--- config.mk ---
export PLATFORM = sky130hd
export DESIGN_NAME = snake_gait_sequencer
export DESIGN_NICKNAME = d
export VERILOG_FILES = /design/src/design/sgs_pkg.sv /design/src/design/sgs_front.sv /design/src/design/sgs_queue.sv /design/src/design/sgs_back.sv /design/src/design/snake_gait_sequencer.sv
export SDC_FILE = /design/constraint.sdc
export NUM_CORES = 1
export LEC_CHECK = 0
export BUFFER_PORTS_ARGS = -buffer_cell sky130_fd_sc_hd__buf_2
export CORE_AREA = 2 2 303 305
export CTS_CLUSTER_SIZE = 8
export DETAILED_ROUTE_END_ITERATION = 10
export DIE_AREA = 0 0 305 307
export PLACE_DENSITY_LB_ADDON = 0.08
export SYNTH_ARGS = -nofsm -noshare
export SYNTH_HDL_FRONTEND = slang
export SYNTH_HIERARCHICAL = 1
export SYNTH_SLANG_ARGS = --single-unit
export TNS_END_PERCENT = 1
--- constraint.sdc ---
create_clock -name clk_i -period 10 [get_ports clk_i]
set_clock_uncertainty 0.05 [all_clocks]
set_input_delay 2 -clock clk_i [delete_from_list [all_inputs] [get_ports clk_i]]
set_output_delay 2 -clock clk_i [all_outputs]
set_load 0.02 [all_outputs]
--- src/design/sgs_pkg.sv ---
package sgs_pkg;

  // Fixed-point formats and timing
  localparam int PHASE_BITS        = 16;
  localparam int SINE_TABLE_DEPTH  = 256;
  localparam int TICK_MILLISECONDS = 32;

  localparam int IDX_BITS  = $clog2(SINE_TABLE_DEPTH);
  localparam int QUARTER   = SINE_TABLE_DEPTH / 4;
  localparam int QIDX_BITS = IDX_BITS - 2;
  localparam int LUT_BITS  = QIDX_BITS + 1;
  localparam int SINE_BITS = 15;

  // One in Q30, the scale of the sine polynomial
  localparam longint Q30_ONE = 64'sd1073741824;

  localparam int TICK_BITS = 12;
  localparam logic [TICK_BITS-1:0] TICKS_MAX = '1;

  localparam int STEP_BITS = 4;
  localparam int AMP_BITS  = 15;
  localparam int ID_BITS   = 3;
  localparam int PROD_BITS = AMP_BITS + SINE_BITS;
  localparam int QUOT_BITS = 16;

  // Timetable steps
  localparam logic [STEP_BITS-1:0] STEP_FORWARD        = 4'd0;
  localparam logic [STEP_BITS-1:0] STEP_BACKWARD       = 4'd1;
  localparam logic [STEP_BITS-1:0] STEP_PAUSE_A        = 4'd2;
  localparam logic [STEP_BITS-1:0] STEP_ROTATE_CW      = 4'd3;
  localparam logic [STEP_BITS-1:0] STEP_ROTATE_CCW     = 4'd4;
  localparam logic [STEP_BITS-1:0] STEP_PAUSE_B        = 4'd5;
  localparam logic [STEP_BITS-1:0] STEP_SIDEWIND_LEFT  = 4'd6;
  localparam logic [STEP_BITS-1:0] STEP_SIDEWIND_RIGHT = 4'd7;
  localparam logic [STEP_BITS-1:0] STEP_PAUSE_C        = 4'd8;
  localparam logic [STEP_BITS-1:0] STEP_FINISHED       = 4'd9;
  localparam int NUM_DEADLINES = 9;

  // Register indexes and reset values
  localparam int CFG_IDX_BITS = 2;
  localparam int CFG_DATA_BITS = 16;
  localparam logic [CFG_IDX_BITS-1:0] CFG_MODULE_ID  = 2'd0;
  localparam logic [CFG_IDX_BITS-1:0] CFG_AMPLITUDE  = 2'd1;
  localparam logic [CFG_IDX_BITS-1:0] CFG_PHASE_STEP = 2'd2;
  localparam logic [ID_BITS-1:0]    MODULE_ID_RST  = 3'd0;
  localparam logic [AMP_BITS-1:0]   AMPLITUDE_RST  = 15'd14746;
  localparam logic [PHASE_BITS-1:0] PHASE_STEP_RST = PHASE_BITS'(2097);

  // Phase offsets come in 1/72 turn
  localparam int OFFSET_STEPS = 72;
  localparam int OFFSET_BITS  = $clog2(OFFSET_STEPS);

  // Rounding division of amp * sin by 16384 * k
  localparam int ROUND_SHIFT_ONE  = 14;
  localparam int ROUND_SHIFT_FOUR = 16;
  localparam logic [PROD_BITS-1:0] BIAS_ONE   = PROD_BITS'(8192);
  localparam logic [PROD_BITS-1:0] BIAS_THREE = PROD_BITS'(24576);
  localparam logic [PROD_BITS-1:0] BIAS_FOUR  = PROD_BITS'(32768);
  localparam logic [QUOT_BITS-1:0] RECIP_THIRD = 16'd43691;
  localparam int RECIP_SHIFT = 17;

  // Queue between front and back
  localparam int QUEUE_DEPTH    = 4;
  localparam int QUEUE_PTR_BITS = $clog2(QUEUE_DEPTH);

  typedef enum logic [1:0] {
    DIV_ONE   = 2'd0,
    DIV_THREE = 2'd1,
    DIV_FOUR  = 2'd2
  } div_e;

  typedef struct packed {
    logic [IDX_BITS-1:0]  idx;
    logic [STEP_BITS-1:0] step;
    div_e                 div;
    logic                 zero;
  } cmd_t;

  typedef logic [SINE_BITS-1:0]  sine_lut_t     [0:QUARTER];
  typedef logic [PHASE_BITS-1:0] offset_lut_t   [0:OFFSET_STEPS-1];
  typedef logic [31:0]           deadline_lut_t [0:(1<<STEP_BITS)-1];
  typedef int                    deadline_ms_t  [0:NUM_DEADLINES-1];

  localparam deadline_ms_t DEADLINE_MS = '{
    10000, 20000, 22000, 29000, 36000, 38000, 45000, 52000, 62000};

  // Quarter-wave sine in Q2.14 from an odd polynomial in Q30
  function automatic sine_lut_t build_sine_lut();
    sine_lut_t lut;
    longint    u;
    longint    u2;
    longint    r;
    for (int k = 0; k <= QUARTER; k++) begin
      u  = (longint'(k) * 4 * Q30_ONE) / SINE_TABLE_DEPTH;
      u2 = (u * u) / Q30_ONE;
      r  = 61;
      r  = (r * u2) / Q30_ONE - 3864;
      r  = (r * u2) / Q30_ONE + 172272;
      r  = (r * u2) / Q30_ONE - 5026995;
      r  = (r * u2) / Q30_ONE + 85569306;
      r  = (r * u2) / Q30_ONE - 693598668;
      r  = (r * u2) / Q30_ONE + 1686629713;
      r  = (r * u) / Q30_ONE;
      if (r < 0) r = 0;
      r = (r + 32768) / 65536;
      if (r > 16384) r = 16384;
      lut[k] = SINE_BITS'(r);
    end
    return lut;
  endfunction

  // Offset of r/72 turn, rounded to the phase format
  function automatic offset_lut_t build_offset_lut();
    offset_lut_t lut;
    for (int r = 0; r < OFFSET_STEPS; r++) begin
      lut[r] = PHASE_BITS'(((longint'(r) << PHASE_BITS) + OFFSET_STEPS / 2) / OFFSET_STEPS);
    end
    return lut;
  endfunction

  // Step deadlines in whole ticks, rounded up; unused slots never trip
  function automatic deadline_lut_t build_deadline_lut();
    deadline_lut_t lut;
    for (int s = 0; s < (1 << STEP_BITS); s++) begin
      if (s < NUM_DEADLINES) begin
        lut[s] = 32'((DEADLINE_MS[s] + TICK_MILLISECONDS - 1) / TICK_MILLISECONDS);
      end else begin
        lut[s] = '1;
      end
    end
    return lut;
  endfunction

  localparam sine_lut_t     QUARTER_SINE   = build_sine_lut();
  localparam offset_lut_t   OFFSET_PHASE   = build_offset_lut();
  localparam deadline_lut_t DEADLINE_TICKS = build_deadline_lut();

endpackage

--- src/design/sgs_front.sv ---
module sgs_front import sgs_pkg::*; (
  input  logic                  clk_i,
  input  logic                  rst_ni,
  input  logic                  in_valid_i,
  output logic                  in_ready_o,
  input  logic                  tick_i,
  input  logic [ID_BITS-1:0]    module_id_i,
  input  logic [PHASE_BITS-1:0] phase_step_i,
  input  logic                  full_i,
  output logic                  push_o,
  output cmd_t                  cmd_o
);

  logic [STEP_BITS-1:0]  step_q, step_d;
  logic [TICK_BITS-1:0]  ticks_q, ticks_d;
  logic [PHASE_BITS-1:0] phase_q, phase_d;

  logic                   live;
  logic                   fire;
  logic                   advance;
  logic                   run;
  logic [STEP_BITS-1:0]   next_step;
  logic                   emit;
  logic                   zero;
  div_e                   div;
  logic signed [7:0]      id_s;
  logic signed [7:0]      ofs;
  logic signed [7:0]      ofs_norm;
  logic [OFFSET_BITS-1:0] ofs_idx;
  logic [PHASE_BITS-1:0]  phase_sum;

  assign in_ready_o = !full_i;

  // Walk the timetable on each tick
  always_comb begin
    live      = step_q < STEP_FINISHED;
    fire      = in_valid_i && in_ready_o && tick_i && live;
    advance   = {{(32-TICK_BITS){1'b0}}, ticks_q} >= DEADLINE_TICKS[step_q];
    next_step = step_q + {{(STEP_BITS-1){1'b0}}, advance};
    run       = fire && (next_step < STEP_FINISHED);
  end

  // Classify the step: offset in 1/72 turn, head divisor, zero command
  always_comb begin
    id_s = {{(8-ID_BITS){1'b0}}, module_id_i};
    emit = 1'b0;
    zero = 1'b0;
    div  = DIV_ONE;
    ofs  = 8'sd0;
    if (module_id_i != '0) begin
      case (next_step)
        STEP_FORWARD: begin
          emit = 1'b1;
          ofs  = 8'sd9 * id_s;
          if (module_id_i == 3'd1) div = DIV_FOUR;
          else if (!module_id_i[0]) zero = 1'b1;
        end
        STEP_BACKWARD: begin
          emit = 1'b1;
          ofs  = -(8'sd9 * id_s);
          if (module_id_i == 3'd1) div = DIV_THREE;
          else if (!module_id_i[0]) zero = 1'b1;
        end
        STEP_ROTATE_CW: begin
          emit = 1'b1;
          ofs  = module_id_i[0] ? 8'sd0 : 8'sd18 * (id_s - 8'sd3);
        end
        STEP_ROTATE_CCW: begin
          emit = 1'b1;
          ofs  = module_id_i[0] ? 8'sd0 : 8'sd18 * (id_s - 8'sd1);
        end
        STEP_SIDEWIND_LEFT: begin
          emit = 1'b1;
          ofs  = module_id_i[0] ? -(8'sd12 * (id_s - 8'sd1))
                                : -(8'sd6 * (id_s - 8'sd2)) - 8'sd4;
        end
        STEP_SIDEWIND_RIGHT: begin
          emit = 1'b1;
          ofs  = module_id_i[0] ? 8'sd12 * (id_s - 8'sd1)
                                : 8'sd6 * (id_s - 8'sd2) + 8'sd4;
        end
        default: begin
          emit = 1'b0;
        end
      endcase
    end
  end

  // Fold the offset into one turn and add it to the phase
  always_comb begin
    if (ofs < 8'sd0) begin
      ofs_norm = ofs + 8'sd72;
    end else if (ofs >= 8'sd72) begin
      ofs_norm = ofs - 8'sd72;
    end else begin
      ofs_norm = ofs;
    end
    ofs_idx   = ofs_norm[OFFSET_BITS-1:0];
    phase_sum = phase_q + OFFSET_PHASE[ofs_idx];
  end

  assign push_o    = run && emit;
  assign cmd_o.idx  = phase_sum[PHASE_BITS-1 -: IDX_BITS];
  assign cmd_o.step = next_step;
  assign cmd_o.div  = div;
  assign cmd_o.zero = zero;

  // Advance step, phase and tick count
  always_comb begin
    step_d  = fire ? next_step : step_q;
    phase_d = run ? phase_q + phase_step_i : phase_q;
    ticks_d = (run && ticks_q != TICKS_MAX) ? ticks_q + 1'b1 : ticks_q;
  end

  always_ff @(posedge clk_i or negedge rst_ni) begin
    if (!rst_ni) begin
      step_q  <= STEP_FORWARD;
      ticks_q <= '0;
      phase_q <= '0;
    end else begin
      step_q  <= step_d;
      ticks_q <= ticks_d;
      phase_q <= phase_d;
    end
  end

endmodule

--- src/design/sgs_queue.sv ---
module sgs_queue import sgs_pkg::*; (
  input  logic clk_i,
  input  logic rst_ni,
  input  logic push_i,
  input  cmd_t cmd_i,
  input  logic pop_i,
  output logic full_o,
  output logic empty_o,
  output cmd_t cmd_o
);

  cmd_t                    mem_q [QUEUE_DEPTH];
  logic [QUEUE_PTR_BITS-1:0] wr_ptr_q, wr_ptr_d;
  logic [QUEUE_PTR_BITS-1:0] rd_ptr_q, rd_ptr_d;
  logic [QUEUE_PTR_BITS:0]   count_q, count_d;
  logic                      do_push;
  logic                      do_pop;

  assign full_o  = count_q == (QUEUE_PTR_BITS+1)'(QUEUE_DEPTH);
  assign empty_o = count_q == '0;
  assign cmd_o   = mem_q[rd_ptr_q];

  // Update pointers and fill count
  always_comb begin
    do_push  = push_i && !full_o;
    do_pop   = pop_i && !empty_o;
    wr_ptr_d = do_push ? wr_ptr_q + 1'b1 : wr_ptr_q;
    rd_ptr_d = do_pop ? rd_ptr_q + 1'b1 : rd_ptr_q;
    count_d  = count_q + {{QUEUE_PTR_BITS{1'b0}}, do_push}
                       - {{QUEUE_PTR_BITS{1'b0}}, do_pop};
  end

  always_ff @(posedge clk_i or negedge rst_ni) begin
    if (!rst_ni) begin
      wr_ptr_q <= '0;
      rd_ptr_q <= '0;
      count_q  <= '0;
    end else begin
      wr_ptr_q <= wr_ptr_d;
      rd_ptr_q <= rd_ptr_d;
      count_q  <= count_d;
    end
  end

  // Store the pushed word
  always_ff @(posedge clk_i) begin
    if (do_push) begin
      mem_q[wr_ptr_q] <= cmd_i;
    end
  end

endmodule

--- src/design/sgs_back.sv ---
module sgs_back import sgs_pkg::*; (
  input  logic                 clk_i,
  input  logic                 rst_ni,
  input  logic [AMP_BITS-1:0]  amplitude_i,
  input  cmd_t                 cmd_i,
  input  logic                 empty_i,
  output logic                 pop_o,
  output logic                 out_valid_o,
  input  logic                 out_ready_i,
  output logic signed [15:0]   joint_angle_o,
  output logic [STEP_BITS-1:0] gait_step_o
);

  logic en;

  // Stage 1: sine lookup
  logic                 s1_valid_q;
  logic [SINE_BITS-1:0] s1_mag_q;
  logic                 s1_neg_q;
  div_e                 s1_div_q;
  logic                 s1_zero_q;
  logic [STEP_BITS-1:0] s1_step_q;
  logic [1:0]           quad;
  logic [LUT_BITS-1:0]  lut_addr;

  // Stage 2: amplitude product
  logic                 s2_valid_q;
  logic [PROD_BITS-1:0] s2_prod_q;
  logic                 s2_neg_q;
  div_e                 s2_div_q;
  logic                 s2_zero_q;
  logic [STEP_BITS-1:0] s2_step_q;

  // Stage 3: rounded shift
  logic                 s3_valid_q;
  logic [QUOT_BITS-1:0] s3_x_q;
  logic [QUOT_BITS-1:0] s3_x_d;
  logic                 s3_third_q;
  logic                 s3_neg_q;
  logic                 s3_zero_q;
  logic [STEP_BITS-1:0] s3_step_q;

  // Output register
  logic                   out_valid_q;
  logic signed [15:0]     angle_q;
  logic signed [15:0]     angle_d;
  logic [STEP_BITS-1:0]   step_q;
  logic [2*QUOT_BITS-1:0] third_prod;
  logic [QUOT_BITS-1:0]   quot;

  // Move the whole pipe unless the output word is stuck
  assign en    = !out_valid_q || out_ready_i;
  assign pop_o = en && !empty_i;

  always_comb begin
    quad     = cmd_i.idx[IDX_BITS-1 -: 2];
    lut_addr = quad[0] ? LUT_BITS'(QUARTER) - {1'b0, cmd_i.idx[QIDX_BITS-1:0]}
                       : {1'b0, cmd_i.idx[QIDX_BITS-1:0]};
  end

  always_comb begin
    case (s2_div_q)
      DIV_FOUR:  s3_x_d = QUOT_BITS'((s2_prod_q + BIAS_FOUR) >> ROUND_SHIFT_FOUR);
      DIV_THREE: s3_x_d = QUOT_BITS'((s2_prod_q + BIAS_THREE) >> ROUND_SHIFT_ONE);
      default:   s3_x_d = QUOT_BITS'((s2_prod_q + BIAS_ONE) >> ROUND_SHIFT_ONE);
    endcase
  end

  // Divide by three through the reciprocal, then apply the sign
  always_comb begin
    third_prod = {{QUOT_BITS{1'b0}}, s3_x_q} * {{QUOT_BITS{1'b0}}, RECIP_THIRD};
    quot       = s3_third_q ? QUOT_BITS'(third_prod >> RECIP_SHIFT) : s3_x_q;
    if (s3_zero_q) begin
      angle_d = '0;
    end else if (s3_neg_q) begin
      angle_d = -$signed(quot);
    end else begin
      angle_d = $signed(quot);
    end
  end

  always_ff @(posedge clk_i or negedge rst_ni) begin
    if (!rst_ni) begin
      s1_valid_q  <= 1'b0;
      s2_valid_q  <= 1'b0;
      s3_valid_q  <= 1'b0;
      out_valid_q <= 1'b0;
    end else if (en) begin
      s1_valid_q  <= pop_o;
      s2_valid_q  <= s1_valid_q;
      s3_valid_q  <= s2_valid_q;
      out_valid_q <= s3_valid_q;
    end
  end

  always_ff @(posedge clk_i) begin
    if (en) begin
      s1_mag_q   <= QUARTER_SINE[lut_addr];
      s1_neg_q   <= quad[1];
      s1_div_q   <= cmd_i.div;
      s1_zero_q  <= cmd_i.zero;
      s1_step_q  <= cmd_i.step;

      s2_prod_q  <= PROD_BITS'(amplitude_i) * PROD_BITS'(s1_mag_q);
      s2_neg_q   <= s1_neg_q;
      s2_div_q   <= s1_div_q;
      s2_zero_q  <= s1_zero_q;
      s2_step_q  <= s1_step_q;

      s3_x_q     <= s3_x_d;
      s3_third_q <= s2_div_q == DIV_THREE;
      s3_neg_q   <= s2_neg_q;
      s3_zero_q  <= s2_zero_q;
      s3_step_q  <= s2_step_q;

      angle_q    <= angle_d;
      step_q     <= s3_step_q;
    end
  end

  assign out_valid_o   = out_valid_q;
  assign joint_angle_o = angle_q;
  assign gait_step_o   = step_q;

endmodule

--- src/design/snake_gait_sequencer.sv ---
// Snake gait sequencer: each accepted word with tick set advances one control
// step through the nine-step gait timetable and, for a running step on a
// nonzero module, yields one joint angle (signed Q2.14 radians) tagged with
// the step that made it; ticks of zero, pause steps, module 0 and the
// finished state yield nothing. One input word is taken per clock while the
// four-entry command queue has room; a result passes through the command
// queue, then the back pipe registers for sine lookup, multiply, rounding,
// and divide and sign, and the back pipe retires one result per clock,
// stalling only while the output word waits. There is no startup sweep.
// Configuration writes (module id, amplitude, phase step) are taken at once
// and belong to idle periods.
module snake_gait_sequencer import sgs_pkg::*; (
  input  logic                     clk_i,
  input  logic                     rst_ni,
  input  logic                     cfg_valid_i,
  output logic                     cfg_ready_o,
  input  logic [CFG_IDX_BITS-1:0]  cfg_index_i,
  input  logic [CFG_DATA_BITS-1:0] cfg_data_i,
  input  logic                     in_valid_i,
  output logic                     in_ready_o,
  input  logic                     tick_i,
  output logic                     out_valid_o,
  input  logic                     out_ready_i,
  output logic signed [15:0]       joint_angle_o,
  output logic [STEP_BITS-1:0]     gait_step_o
);

  logic [ID_BITS-1:0]    module_id_q;
  logic [AMP_BITS-1:0]   amplitude_q;
  logic [PHASE_BITS-1:0] phase_step_q;

  logic push;
  logic pop;
  logic full;
  logic empty;
  cmd_t push_cmd;
  cmd_t head_cmd;

  assign cfg_ready_o = 1'b1;

  // Write configuration registers
  always_ff @(posedge clk_i or negedge rst_ni) begin
    if (!rst_ni) begin
      module_id_q  <= MODULE_ID_RST;
      amplitude_q  <= AMPLITUDE_RST;
      phase_step_q <= PHASE_STEP_RST;
    end else if (cfg_valid_i && cfg_ready_o) begin
      case (cfg_index_i)
        CFG_MODULE_ID:  module_id_q  <= cfg_data_i[ID_BITS-1:0];
        CFG_AMPLITUDE:  amplitude_q  <= cfg_data_i[AMP_BITS-1:0];
        CFG_PHASE_STEP: phase_step_q <= cfg_data_i[PHASE_BITS-1:0];
        default: ;
      endcase
    end
  end

  sgs_front u_front (
    .clk_i        (clk_i),
    .rst_ni       (rst_ni),
    .in_valid_i   (in_valid_i),
    .in_ready_o   (in_ready_o),
    .tick_i       (tick_i),
    .module_id_i  (module_id_q),
    .phase_step_i (phase_step_q),
    .full_i       (full),
    .push_o       (push),
    .cmd_o        (push_cmd)
  );

  sgs_queue u_queue (
    .clk_i   (clk_i),
    .rst_ni  (rst_ni),
    .push_i  (push),
    .cmd_i   (push_cmd),
    .pop_i   (pop),
    .full_o  (full),
    .empty_o (empty),
    .cmd_o   (head_cmd)
  );

  sgs_back u_back (
    .clk_i         (clk_i),
    .rst_ni        (rst_ni),
    .amplitude_i   (amplitude_q),
    .cmd_i         (head_cmd),
    .empty_i       (empty),
    .pop_o         (pop),
    .out_valid_o   (out_valid_o),
    .out_ready_i   (out_ready_i),
    .joint_angle_o (joint_angle_o),
    .gait_step_o   (gait_step_o)
  );

endmodule

### After elaboration in Yosys (flattened, before gate mapping)

Memory sizes are Yosys's and may differ from the RTL's. A register that Yosys moved wholly into a read port is not among the register bits.
Cells that the tools add are included.
Widths: inputs -> output; s select.

| storage, ports and cells | value |
|---|---|
| register bits | 166 |
| memory bits (writable) | 60 |
| bits in read-only memories | 4,480 |
| input port bits | 24 |
| logic and storage cells | 135 |
| memories kept | 4 |

| operators by class | value |
|---|---|
| add/sub/neg operators | 23 |
| $mul | 7 |
| order comparisons | 7 |
| equality and inequality tests | 12 |
| mux-type cells | 28 |
| bitwise gates (word level) | 3 |
| reductions and logical operators | 22 |

Memory list:

| name | depth | width | rd ports | clocked after Yosys merged registers in | wr ports | line | RTL |
|---|---|---|---|---|---|---|---|
| (name not given) | 128 | 16 | 1 | 0 | 0 | sgs_front.sv:99 | `phase_sum = phase_q + OFFSET_PHASE[ofs_idx];` |
| (name not given) | 128 | 15 | 1 | 1 | 0 | sgs_back.sv:98 | `s1_mag_q <= QUARTER_SINE[lut_addr];` |
| (name not given) | 16 | 32 | 1 | 0 | 0 | sgs_front.sv:38 | `advance = {{(32-TICK_BITS){1'b0}}, ticks_q} >= DEADLINE_TICKS[step_q];` |
| u_queue.mem_q | 4 | 15 | 1 | 0 | 1 | sgs_queue.sv:12 | `cmd_t mem_q [QUEUE_DEPTH];` |

Operators with widths:

| operator | count |
|---|---|
| $mux 16 | 4 |
| $mux 32 | 2 |
| $pmux 8 s6 | 1 |
| $mux 8 | 5 |
| $add 16x16->16 | 2 |
| $ge 12x32->1 | 1 |
| $mul 16x16->32 const B | 1 |
| $pmux 16 s2 | 1 |
| $add 30x14->30 const B | 1 |
| $add 30x15->30 const B | 1 |
| $add 30x16->30 const B | 1 |
| $mul 15x15->30 | 1 |
| $neg 8->8 | 3 |
| $mux 7 | 3 |
| $ge 8x8->1 const B | 2 |
| $mul 5x8->7 const A | 2 |
| $neg 16->16 | 1 |
| $not 7->8 | 2 |
| $add 12x1->12 const B | 1 |
| $eq 4x3->1 const B | 3 |
| $ne 12x12->1 const B | 1 |
| $logic_and 1x1->1 | 9 |
| $mux 1 | 9 |
| $add 8x4->8 const B | 1 |
| 34 further kinds | 44 |

### Logic depth before layout (Yosys ltp)

| depth | value |
|---|---|
| word-level depth | 17 |
| gate-level depth with buffers | 50 |
| depth with buffers taken out | 47 |

### Hierarchy

The synthesis kept the hierarchy.

Modules (own cells, without submodules):

| module | times used | cells an instance | area an instance (µm²) | seq. area each (µm²) |
|---|---|---|---|---|
| sgs_back | 1 | 1,902 | 17,337.9 | 2,832.7 |
| sgs_front | 1 | 709 | 5,485.3 | 800.8 |
| sgs_queue | 1 | 120 | 2,676.3 | 1,976.9 |
| snake_gait_sequencer | 1 | 75 | 1,410.1 | 865.8 |

### Worst setup path before layout

OpenSTA, ideal clock, no wires.

| path | value |
|---|---|
| kind | register -> register |
| start point | register u_front.step_q[2] |
| end point | memory u_queue/mem_q[0][14] (netlist name), data pin |
| data arrival time | 8,900 ps |
| required time | 9,782 ps |
| path slack | 882 ps |
| cell stages (with the launch flop) | 46 |
| path buffers | 6 |
| period minus slack after synthesis | 9,118 ps |
| path through | dfrtp_1 > buf_4 > clkbuf_1 > clkbuf_1 > nand3b_1 > o21a_1 > ha_1 > nand2b_1 > a21o_1 > a21o_1 > a21o_1 > a21o_1 > a21o_1 > a21o_1 > a21oi_1 > nor2b_1 > o21ai_0 > nand2b_1 > [10 not listed] > ha_1 > o311ai_4 > clkbuf_1 > buf_1 > o211ai_1 > o21ai_0 > mux2i_1 > o21ai_0 > ha_1 > a21o_1 > a21oi_1 > nand2_1 > a31oi_1 > nor2_1 > a311o_1 > a2111o_1 > a2111o_1 > o211ai_2 |

RTL lines:

| item | line | RTL |
|---|---|---|
| start, declared | sgs_front.sv:14 | `logic [STEP_BITS-1:0] step_q, step_d;` |
| start signal, assigned | sgs_front.sv:121 | `step_q <= step_d;` |
| end, declared | sgs_queue.sv:12 |  |

==> results.sh <==
export IMPL_nFillCells=9352
export IMPL_crit_buf_inv=5
export IMPL_critPathArrivalTime_ns=9.62
export IMPL_core_area_mm2=0.0907
export IMPL_rows=111
export IMPL_ioPinCount=47
export IMPL_hold_viol=0
export IMPL_dr_pass1_iters=6
export IMPL_hpwl_mm=57.0
export IMPL_cts_tree="built"
export IMPL_hold_buffers=0
export IMPL_slew_viol_final=0
export IMPL_die_h_um=307
export IMPL_grt_pass1_wl_mm=119
export IMPL_crit_top_cell="a21o_1"
export IMPL_ys_ff_latch=228
export IMPL_start_kind="register"
export IMPL_critPathKind="register to register"
export IMPL_period_needed_ns=9.30
export IMPL_antenna_cells=0
export IMPL_synth_edf_count=151
export IMPL_htreeDepth=2
export IMPL_drt_wl_total_mm=73.9
export IMPL_cts_sinks=228
export IMPL_crit_required_ns=10.32
export IMPL_max_freq_mhz=108
export IMPL_yosysSeqAreaShare=0.241
export IMPL_slew_headroom=0.344
export IMPL_yosys_warnings=6
export IMPL_ys_types=106
export IMPL_critical_path_slowest_cell="a2111o_1"
export IMPL_start_util=0.297
export IMPL_syn_inst=2806
export IMPL_cp_max_fo=19
export IMPL_grt_max_degree=74
export IMPL_cts_root_buf="clkbuf_16"
export IMPL_drive_above_1_share=0.0843
export IMPL_synth_area_mm2=0.0269
export IMPL_clock_path_buffers=3
export IMPL_worstMarginPinSlew_ns=0.977
export IMPL_syn_avg_cell_area_um2=9.59
export IMPL_area_growth_pct=9.36
export IMPL_antenna_found_initial=4
export IMPL_critPathTopFamily="compound AO/OA/AOI/OAI gates"
export IMPL_grt_pass1_vias=21100
export IMPL_drc=0
export IMPL_dieArea_mm2=0.0936
export IMPL_crit_path_max_incr_delay_ns=0.43
export IMPL_status="finished, final reports clean"
export IMPL_gp_congestion=0.829
export IMPL_clkSlewWorstSetupHoldPaths_ns=0.05
export IMPL_wl_per_cell_um=18.4
export IMPL_fin_crit_sh=0.930
export IMPL_finalSetupViolCount=0
export IMPL_vias=20000
export IMPL_ant_nets=0
export IMPL_drt_iter0_markers=1070
export IMPL_synthFlopType="edfxtp_1"
export IMPL_grt_ovfl_total=0
export IMPL_clk_latency_ns=0.55
export IMPL_viasPerCell=5.00
export IMPL_grt_util_all_layers=0.160
export IMPL_die_w_um=305
export IMPL_io_buffers=45
export IMPL_async_reset_ff_frac=0.338
export IMPL_nets=3391
export IMPL_syn_nets=3394
export IMPL_hold_class="register to register"
export IMPL_post_route_util=0.325
export IMPL_end_kind="register"
export IMPL_cap_viol_max_count=0
export IMPL_numCtsBuffers=35
metal layers:
| layer | vias up | wire length [µm] | global-route usage |
|---|---|---|---|
| met2 | 293 | 36000 | 0.278 |
| met5 | - | 0 | 0 |
| met3 | 70 | 1910 | 0.0165 |
| met1 | 10000 | 34800 | 0.214 |
| li1 | 9633 | - | - |
| met4 | 0 | 1240 | 0.0329 |
layout make-up:
type                    count  area [µm²]  share of cell area
inverters                 408        1530              0.0521
clock inverters             6        62.6             0.00213
flip-flops and latches    228        6480               0.220
multi-input cells        2044       18400               0.625
repair buffers             86         539              0.0183
clock buffers              51         936              0.0318
well taps                1186        1480              0.0504
logic make-up (layout without fill, tap and decap cells):
kind of cell,after synthesis,count (layout),synth area share
AO/OA/AOI/OAI,534,534,0.133
XOR/XNOR,96,96,0.0323
adder cells (fa/ha/maj),564,564,0.332
buffers and inverters,534,551,0.0777
flip-flops,228,228,0.241
multiplexers,72,72,0.0394
other,1,1,0.000139
AND/OR/NAND/NOR,777,777,0.145
cell usage after synthesis (all sizes together), types with 43 or more instances:
master,count,area [µm²]
a21oi,135,687
and2,114,713
clkbuf,99,372
dfrtp,65,1630
edfxtp,151,4530
fa,249,4980
ha,315,3940
inv,405,1520
nand2,276,1040
nand3,43,215
nor2,136,510
o21ai,117,593
xnor2,59,517
flip-flops by register name, summed over array words and instances (netlist names), 3 cells and up:
name / count
u_queue/mem_q: 60
phase_step_q: 16
u_back/s1_mag_q: 15
u_back/joint_angle_o: 16
u_front/ticks_q: 12
amplitude_q: 15
u_back/s2_step_q: 4
u_front/phase_q: 16
u_back/s2_prod_q: 17
u_back/s1_step_q: 4
u_queue/count_q: 3
u_back/s3_x_q: 16
u_front/step_q: 4
module_id_q: 3
u_back/gait_step_o: 4
u_back/s3_step_q: 4
cell usage in the layout (no fill, tap or decap), types with 15 or more instances in the layout:
cell type  count
xnor2_1       58
edfxtp_1     151
a21o_1        31
fa_1         249
inv_1        400
ha_1         314
nor3_1        40
o21a_1        15
and2_1       113
nand4_1       21
a21oi_1      132
clkbuf_16     35
buf_4         41
mux2i_1       16
nor2b_1       15
o31ai_1       18
xor2_1        35
mux2_2        20
o211ai_1      27
dfrtp_1       65
nand2_1      276
a211oi_1      28
clkbuf_1      16
buf_2         44
and3_1        27
nand3_1       43
nand2b_1      24
nor2_1       136
a31oi_1       30
mux2_4        20
o21ai_0      107
worst register-to-register path, delay by kind of cell (launching register included):
family,cells,cell delay [ns]
buffers and inverters,5,1.10
muxes,1,0.12
AOI/OAI and AO/OA,23,4.66
and+or+nand+nor,9,1.30
DFF,1,0.40
adders and majority gates,5,1.48
worst paths after layout:
path,end,slack [ns],cells past startpoint,start
worst min register to register,u_back/s2_step_q[0],0.36,0,u_back/s1_step_q[0]
worst max-delay path,u_queue/mem_q[0][14],0.70,43,u_front/step_q[1]
worst max register to register,u_queue/mem_q[0][14],0.70,43,u_front/step_q[1]
min in group asynchronous,amplitude_q[10],1.25,1,rst_ni
worst min-delay path,u_back/s2_step_q[0],0.36,0,u_back/s1_step_q[0]
max in group asynchronous,u_front/ticks_q[6],7.50,2,rst_ni
metrics by stage:
step | TNS, ns | hold slack, ns | setup slack, ns | cells | area [µm²]
6_report | 0 | 0.365 | 0.702 | 4009 | 29400
5_1_grt | -0.0586 | 0.373 | -0.0149 | 4009 | 29400
4_1_cts | 0 | 0.366 | 0.259 | 4008 | 29400
3_5_place_dp | 0 | 0.355 | 0.308 | 3951 | 28400
3_3_place_gp | 0 | 0.351 | 0.408 | 3951 | 28400
2_1_floorplan | 0 | 0.350 | 0.882 | 2806 | 26900
what timing repair did:
item / in CTS / in global routing
endpoints found under the setup margin: 0 / 28
setup buffers: 0 / 1
resized for setup: 0 / 11
Power is left out: the tool's default activity adds up to more than one toggle a clock period on the data nets, which glitch-free logic cannot reach.
